===== src/hw/rtl/tkdr_pkg.sv =====
// Shared constants and types for the top-k degree ranking block.
// Used by tkdr_cell, tkdr_collect, top_k_degree_ranking_top and its bench; no dependencies.
package tkdr_pkg;

    // Default sizes of the ranking and its entries.
    localparam int RANK_DEPTH_DEF  = 100;
    localparam int ID_BITS_DEF     = 21;
    localparam int DEGREE_BITS_DEF = 21;

    // Width of the rank fields on the ports.
    localparam int POS_W = 7;

    // Cells per first-level group of the result reduction tree.
    localparam int GROUP_SIZE = 10;

    // Opcodes.
    localparam logic OP_OFFER = 1'b0;
    localparam logic OP_READ  = 1'b1;

    // Per-item bookkeeping that travels alongside the reduction tree.
    typedef struct packed {
        logic             vld;
        logic             rd;
        logic             placed;
        logic [POS_W-1:0] idx;
    } t_meta;

endpackage


===== src/hw/rtl/tkdr_cell.sv =====
// One rank of the ranking: holds an (id, degree) entry and shifts it to its neighbor.
// Depends on tkdr_pkg; instantiated in a row by top_k_degree_ranking_top.
module tkdr_cell import tkdr_pkg::*; #(
    parameter int CELL_IDX    = 0,
    parameter int RANK_DEPTH  = RANK_DEPTH_DEF,
    parameter int ID_BITS     = ID_BITS_DEF,
    parameter int DEGREE_BITS = DEGREE_BITS_DEF,
    parameter int TAP_W       = POS_W + ID_BITS + DEGREE_BITS
) (
    input  logic                   i_clk,
    input  logic                   i_rst_n,
    input  logic                   i_offer,
    input  logic                   i_read,
    input  logic [ID_BITS-1:0]     i_id,
    input  logic [DEGREE_BITS-1:0] i_deg,
    input  logic [POS_W-1:0]       i_idx,
    input  logic [ID_BITS-1:0]     i_prev_id,
    input  logic [DEGREE_BITS-1:0] i_prev_deg,
    input  logic                   i_prev_exc,
    output logic [ID_BITS-1:0]     o_id,
    output logic [DEGREE_BITS-1:0] o_deg,
    output logic                   o_exc,
    output logic [TAP_W-1:0]       o_tap
);

    localparam logic [POS_W-1:0] MY_POS   = POS_W'(CELL_IDX);
    localparam bit               READABLE = (CELL_IDX < (2 ** POS_W));
    localparam bit               IS_LAST  = (CELL_IDX == RANK_DEPTH - 1);

    logic [ID_BITS-1:0]     r_id;
    logic [DEGREE_BITS-1:0] r_deg;
    logic [TAP_W-1:0]       r_tap;
    logic [ID_BITS-1:0]     n_id;
    logic [DEGREE_BITS-1:0] n_deg;
    logic [TAP_W-1:0]       n_tap;
    logic                   exc;
    logic                   hit;
    logic                   match;

    // The ranking is sorted, so once a cell is exceeded every cell below it is too.
    assign exc   = i_deg > r_deg;
    assign hit   = exc && !i_prev_exc;
    assign match = READABLE && (i_idx == MY_POS);

    always_comb begin
        n_id  = r_id;
        n_deg = r_deg;
        if (i_offer) begin
            if (i_prev_exc) begin
                n_id  = i_prev_id;
                n_deg = i_prev_deg;
            end else if (exc) begin
                n_id  = i_id;
                n_deg = i_deg;
            end
        end
    end

    // Tap into the reduction tree: a read shows the entry of the addressed cell; an
    // offer shows the insertion rank, and the last cell shows the entry it drops.
    always_comb begin
        n_tap = '0;
        if (i_read && match) begin
            n_tap = {{POS_W{1'b0}}, r_id, r_deg};
        end else if (i_offer) begin
            if (hit) begin
                n_tap[TAP_W-1 -: POS_W] = MY_POS;
            end
            if (IS_LAST && exc) begin
                n_tap[ID_BITS+DEGREE_BITS-1:0] = {r_id, r_deg};
            end
        end
    end

    always_ff @(posedge i_clk) begin
        if (!i_rst_n) begin
            r_id  <= '0;
            r_deg <= '0;
            r_tap <= '0;
        end else begin
            r_id  <= n_id;
            r_deg <= n_deg;
            r_tap <= n_tap;
        end
    end

    assign o_id  = r_id;
    assign o_deg = r_deg;
    assign o_exc = exc;
    assign o_tap = r_tap;

    // The row stays sorted from high to low degree.
    a_sorted: assert property (@(posedge i_clk) disable iff (!i_rst_n)
        (CELL_IDX == 0) || (r_deg <= i_prev_deg))
        else $error("rank cell out of order");

endmodule


===== config.mk =====
export PLATFORM = sky130hd
export DESIGN_NAME = tkdr_cell
export DESIGN_NICKNAME = d
export VERILOG_FILES = /design/src/hw/rtl/tkdr_pkg.sv /design/src/hw/rtl/tkdr_cell.sv
export SDC_FILE = /design/constraint.sdc
export NUM_CORES = 1
export LEC_CHECK = 0
export ABC_CLOCK_PERIOD_IN_PS = 2850
export BUFFER_PORTS_ARGS = -buffer_cell sky130_fd_sc_hd__buf_4
export CORE_ASPECT_RATIO = 1.4
export CORE_MARGIN = 2
export CORE_UTILIZATION = 46
export CTS_BUF_LIST = sky130_fd_sc_hd__clkbuf_16
export CTS_CLUSTER_DIAMETER = 200
export DETAILED_ROUTE_END_ITERATION = 8
export PLACE_DENSITY = 0.84
export RECOVER_POWER = 25
export SLEW_MARGIN = 20
export SYNTH_ARGS = -nofsm -noshare
export SYNTH_HDL_FRONTEND = slang
export SYNTH_SLANG_ARGS = --single-unit

===== constraint.sdc =====
create_clock -name i_clk -period 2.85 [get_ports i_clk]
set_clock_uncertainty 0.1 [all_clocks]
set_input_delay 0.1425 -clock i_clk [delete_from_list [all_inputs] [get_ports i_clk]]
set_output_delay 0.1425 -clock i_clk [all_outputs]
set_load 0.03 [all_outputs]

## Word level (Yosys, flattened, before mapping)

Index checks and enable logic that the tools add are counted.
Widths: inputs -> output; s select.

| cells by class | value |
|---|---|
| reduce and logical (&&, ||, !) cells | 5 |
| multiplexer cells | 4 |
| $lt $le $gt $ge | 1 |

Operator list:

| kind | count |
|---|---|
| $mux 21 | 4 |
| $gt 21x21->1 | 1 |
| $logic_not 7->1 | 1 |
| $reduce_and 2->1 | 2 |
| $reduce_bool 2->1 | 1 |
| $logic_and 1x1->1 | 1 |

| storage, ports and cells | value |
|---|---|
| output and inout port bits | 92 |
| input port bits | 96 |
| flip-flop bits (word level) | 91 |

## Depth between registers and ports, before layout

| depth | value |
|---|---|
| word-level depth | 3 |
| depth in mapped cells | 10 |

## Worst setup path after synthesis

OpenSTA, ideal clock, no wires.

| timing path | value |
|---|---|
| kind | reg-to-reg |
| start point | register r_deg[20] (netlist: o_deg[20]) |
| end point | register r_deg[10] (netlist: o_deg[10]) |
| path buffers | 2 |
| stages on the path, launching flop included | 10 |
| arrival time | 2.485 ns |
| setup slack | 0.149 ns |
| clock period less this slack | 2.701 ns |
| path through | dfxtp_1 inv_1 ha_1 nand4_2 or4_1 or3_1 o311a_1 buf_2 buf_6 o22a_1 |

| between the ends | value |
|---|---|
| cells in the longest elaborated chain, start to end | 3 |

Ends and longest elaborated chain:

| item | RTL line | RTL |
|---|---|---|
| start, declared | tkdr_cell.sv:31 | `logic [DEGREE_BITS-1:0] r_deg;` |
| start signal, assigned | tkdr_cell.sv:82 | `r_deg <= n_deg;` |
| $gt 21x21->1 | tkdr_cell.sv:41 | `assign exc = i_deg > r_deg;` |
| $reduce_bool 2->1 (no line) | -- |  |
| $reduce_and 2->1 (no line) | -- |  |

No other way between the ends.
A chain may end at the register's enable or synchronous reset.

## Final worst setup path

| timing path | value |
|---|---|
| start point | register r_deg[11] (netlist: o_deg[11]) |
| end point | output o_exc |

| between the ends | value |
|---|---|
| cells in the longest elaborated chain, start to end | 1 |

Ends and longest elaborated chain:

| item | RTL line | RTL |
|---|---|---|
| $gt 21x21->1 | tkdr_cell.sv:41 |  |
| end, declared | tkdr_cell.sv:22 | `output logic o_exc,` |

No other way between the ends.

==> impl_metrics.tcl <==
set metrics [dict create \
    hpwl_um 7834 \
    finalPower_mw 3.340 \
    vias_per_cell 5.489 \
    reg2reg_from "o_deg[20]$_SDFFE_PN0P_" \
    grt_pass1_wl_um 16780 \
    layout_setup_ws_ps 148.0 \
    rsz0062_at_grt "false" \
    yosysWarnings 0 \
    synth_top_area_share_pct 43.64 \
    async_reset_ff_share_pct 0 \
    n_antenna_cell 0 \
    final_antenna_net_count 0 \
    drt_iter0_drc 119 \
    clock_latency_ps 340 \
    netSwitchingFraction_pct 28.82 \
    wl_per_cell_um 17.23 \
    max_freq_mhz 370.1 \
    core_um2 8149 \
    min_path_type "in -> reg" \
    p_leak_nw 2.618 \
    pin_count 188 \
    pre_cts_slack_ps -59.04 \
    syn-instance-count 379 \
    p_clk_share_pct 35.9 \
    synth_seq_area_share_pct 43.64 \
    synthFlopType "dfxtp_1" \
    crit_type "reg -> out" \
    crit_path_start "o_deg[11]$_SDFFE_PN0P_" \
    fin_crit_ps 2702 \
    path_max_fanout 4 \
    die_h_um 112.3 \
    power_density_nw_per_um2 619.2 \
    vias 3601 \
    root_buffer "clkbuf_16" \
    drtPass1Iterations 4 \
    grt_pass1_vias 3481 \
    end_kind "primary output" \
    syn_area_um2 3854 \
    nets 666 \
    p_int_mw 2.377 \
    peakVddDrop_mv 0.3613 \
    final.period_utilization_pct 94.81 \
    port_buffers 180 \
    drc_errors 0 \
    drive_gt1_share_pct 31.05 \
    setup_viol 0 \
    clk_pin_slew_ps 60 \
    dieArea_um2 9136 \
    critPathArrivalTime_ps 2460 \
    antenna_found_initial 0 \
    synthTopCellsByArea "dfxtp_1 44%, mux2i_1 11%, o22a_1 9.8%" \
    initial_core_util_pct 47.29 \
    syn_to_final_growth_pct 39.97 \
    yosysTopAreaCell "dfxtp_1" \
    p_comb_share_pct 24.3 \
    hold_viol_final 0 \
    cts_buffers 9 \
    cp.required_ps 2610 \
    synth.distinct_cells 33 \
    drt_wl_total_um 11300 \
    drv_cap 0 \
    cts_tree "yes" \
    status "complete, no violations" \
    finalSetupTns_ps 0 \
    cts_max_level 3 \
    grt_usage_pct 24.20 \
    rows 39 \
    min_from "i_prev_deg[16]" \
    synth.avg_cell_area_um2 10.17 \
    clockBufferDepth 2 \
    synth-edff-count 0 \
    grt_max_degree 44 \
    synth.most_common_cell "dfxtp_1" \
    p_seq_share_pct 39.7 \
    report.final.slew_viol_count 0 \
    start_kind "flip-flop" \
    synth_seq_cells 84 \
    numClockSinks 84 \
    synth_common_cells "84 x dfxtp_1, 43 x and2_1, 43 x o22a_1, 42 x a31oi_1, 42 x mux2i_1" \
    overflow 0 \
    die_w_um 81.36 \
    gp_congestion 0.8120 \
    power.net_switching_uw 962.7 \
]
[worst paths after layout]
path,end,slack [ps],cells past startpoint
hold reg to reg,o_tap[23]$_SDFF_PN0_,380,1
setup / recovery,o_exc,150,8
setup reg to reg,o_id[9]$_SDFFE_PN0P_,150,8
hold / removal,o_deg[16]$_SDFFE_PN0P_,140,4
[power groups by stage]
stage / logic [mW] / registers, mW / clock network (mW)
floorplan: 0.333 / 1.50 / 0
global placement: 0.772 / 1.35 / 0
CTS: 0.802 / 1.33 / 1.22
detailed placement: 0.793 / 1.35 / 0
finish: 0.812 / 1.33 / 1.20
global route: 0.873 / 1.34 / 1.27
[critical path, cell delays in order (launching register included)]
cell	delay (ps)
dfxtp_1	380
inv_1	60
ha_1	290
nand4_1	160
or4_4	560
o211ai_1	230
buf_4	160
o22a_1	120
buf_4	160
[final cells by class]
class | instances | area [µm²]
multi-input combinational | 240 | 1913
clock buffer | 9 | 225.2
sequential | 84 | 1684
timing repair buffer | 191 | 1276
inverter | 23 | 86.33
clock inverter | 7 | 81.33
fill | 692 | 2755
tap | 102 | 127.6
[registers in the layout (all words and copies together), names as in the netlist]
signal	count
o_id	21
o_deg	21
o_tap	42
[through the flow]
stage | area (µm²) | std cells | utilization [%] | hold WS, ps
5_1_grt | 5394 | 656 | 66.19 | 158.3
2_1_floorplan | 3876 | 385 | - | 302.8
4_1_cts | 5518 | 654 | 67.71 | 134.7
3_3_place_gp | 5201 | 638 | 63.83 | 364.3
6_report | 5394 | 656 | 66.19 | 139.1
3_5_place_dp | 5201 | 638 | 63.83 | 371.5
[placed cells by master (no fill, tap or decap), drive strengths merged]
| cell | count |
|---|---|
| buf | 149 |
| dfxtp | 84 |
| clkbuf | 51 |
| o22a | 43 |
| and2 | 43 |
| mux2i | 42 |
| a31oi | 42 |
| inv | 22 |
| ha | 21 |
| a21oi | 7 |
| conb | 7 |
| clkinv | 6 |
| nand2 | 4 |
| nand3 | 4 |
| nor2 | 3 |
| nor3 | 3 |
| nand4 | 3 |
| nor4 | 3 |
| o21ai | 2 |
| a21o | 2 |
| or3 | 2 |
| o311a | 2 |
| bufinv | 2 |
| or4 | 2 |
| a32o | 1 |
| a41o | 1 |
| a211oi | 1 |
| o211ai | 1 |
| or2 | 1 |
[routing by layer]
layer | vias up | part of all wire, % | GRT usage [%]
met5 | - | 0 | 0
met4 | 0 | 2.3 | 10.28
met3 | 20 | 8.2 | 5.547
met2 | 165 | 54 | 44.97
met1 | 1708 | 35 | 25.04
li1 | 1708 | - | -
[repair_timing]
item	in CTS	in global routing
setup buffers	0	1
pin swaps	0	1
cloned	0	1
hold buffers	0	0
endpoints found under the setup margin	42	37
gates resized for setup	1	4
[cell families (layout without fill, tap and decap cells)]
family / count (synthesis) / count (layout) / synth area share [%]
AO/OA/AOI/OAI: 101 / 102 / 19.32
flip-flops: 84 / 84 / 43.64
AND/OR/NAND/NOR: 68 / 68 / 10.68
buffers and inverters: 62 / 230 / 8.539
multiplexers: 42 / 42 / 10.91
adder cells (fa/ha/maj): 21 / 21 / 6.818
other: 1 / 7 / 0.09731
No activity file was read; power rests on OpenSTA's default activity.
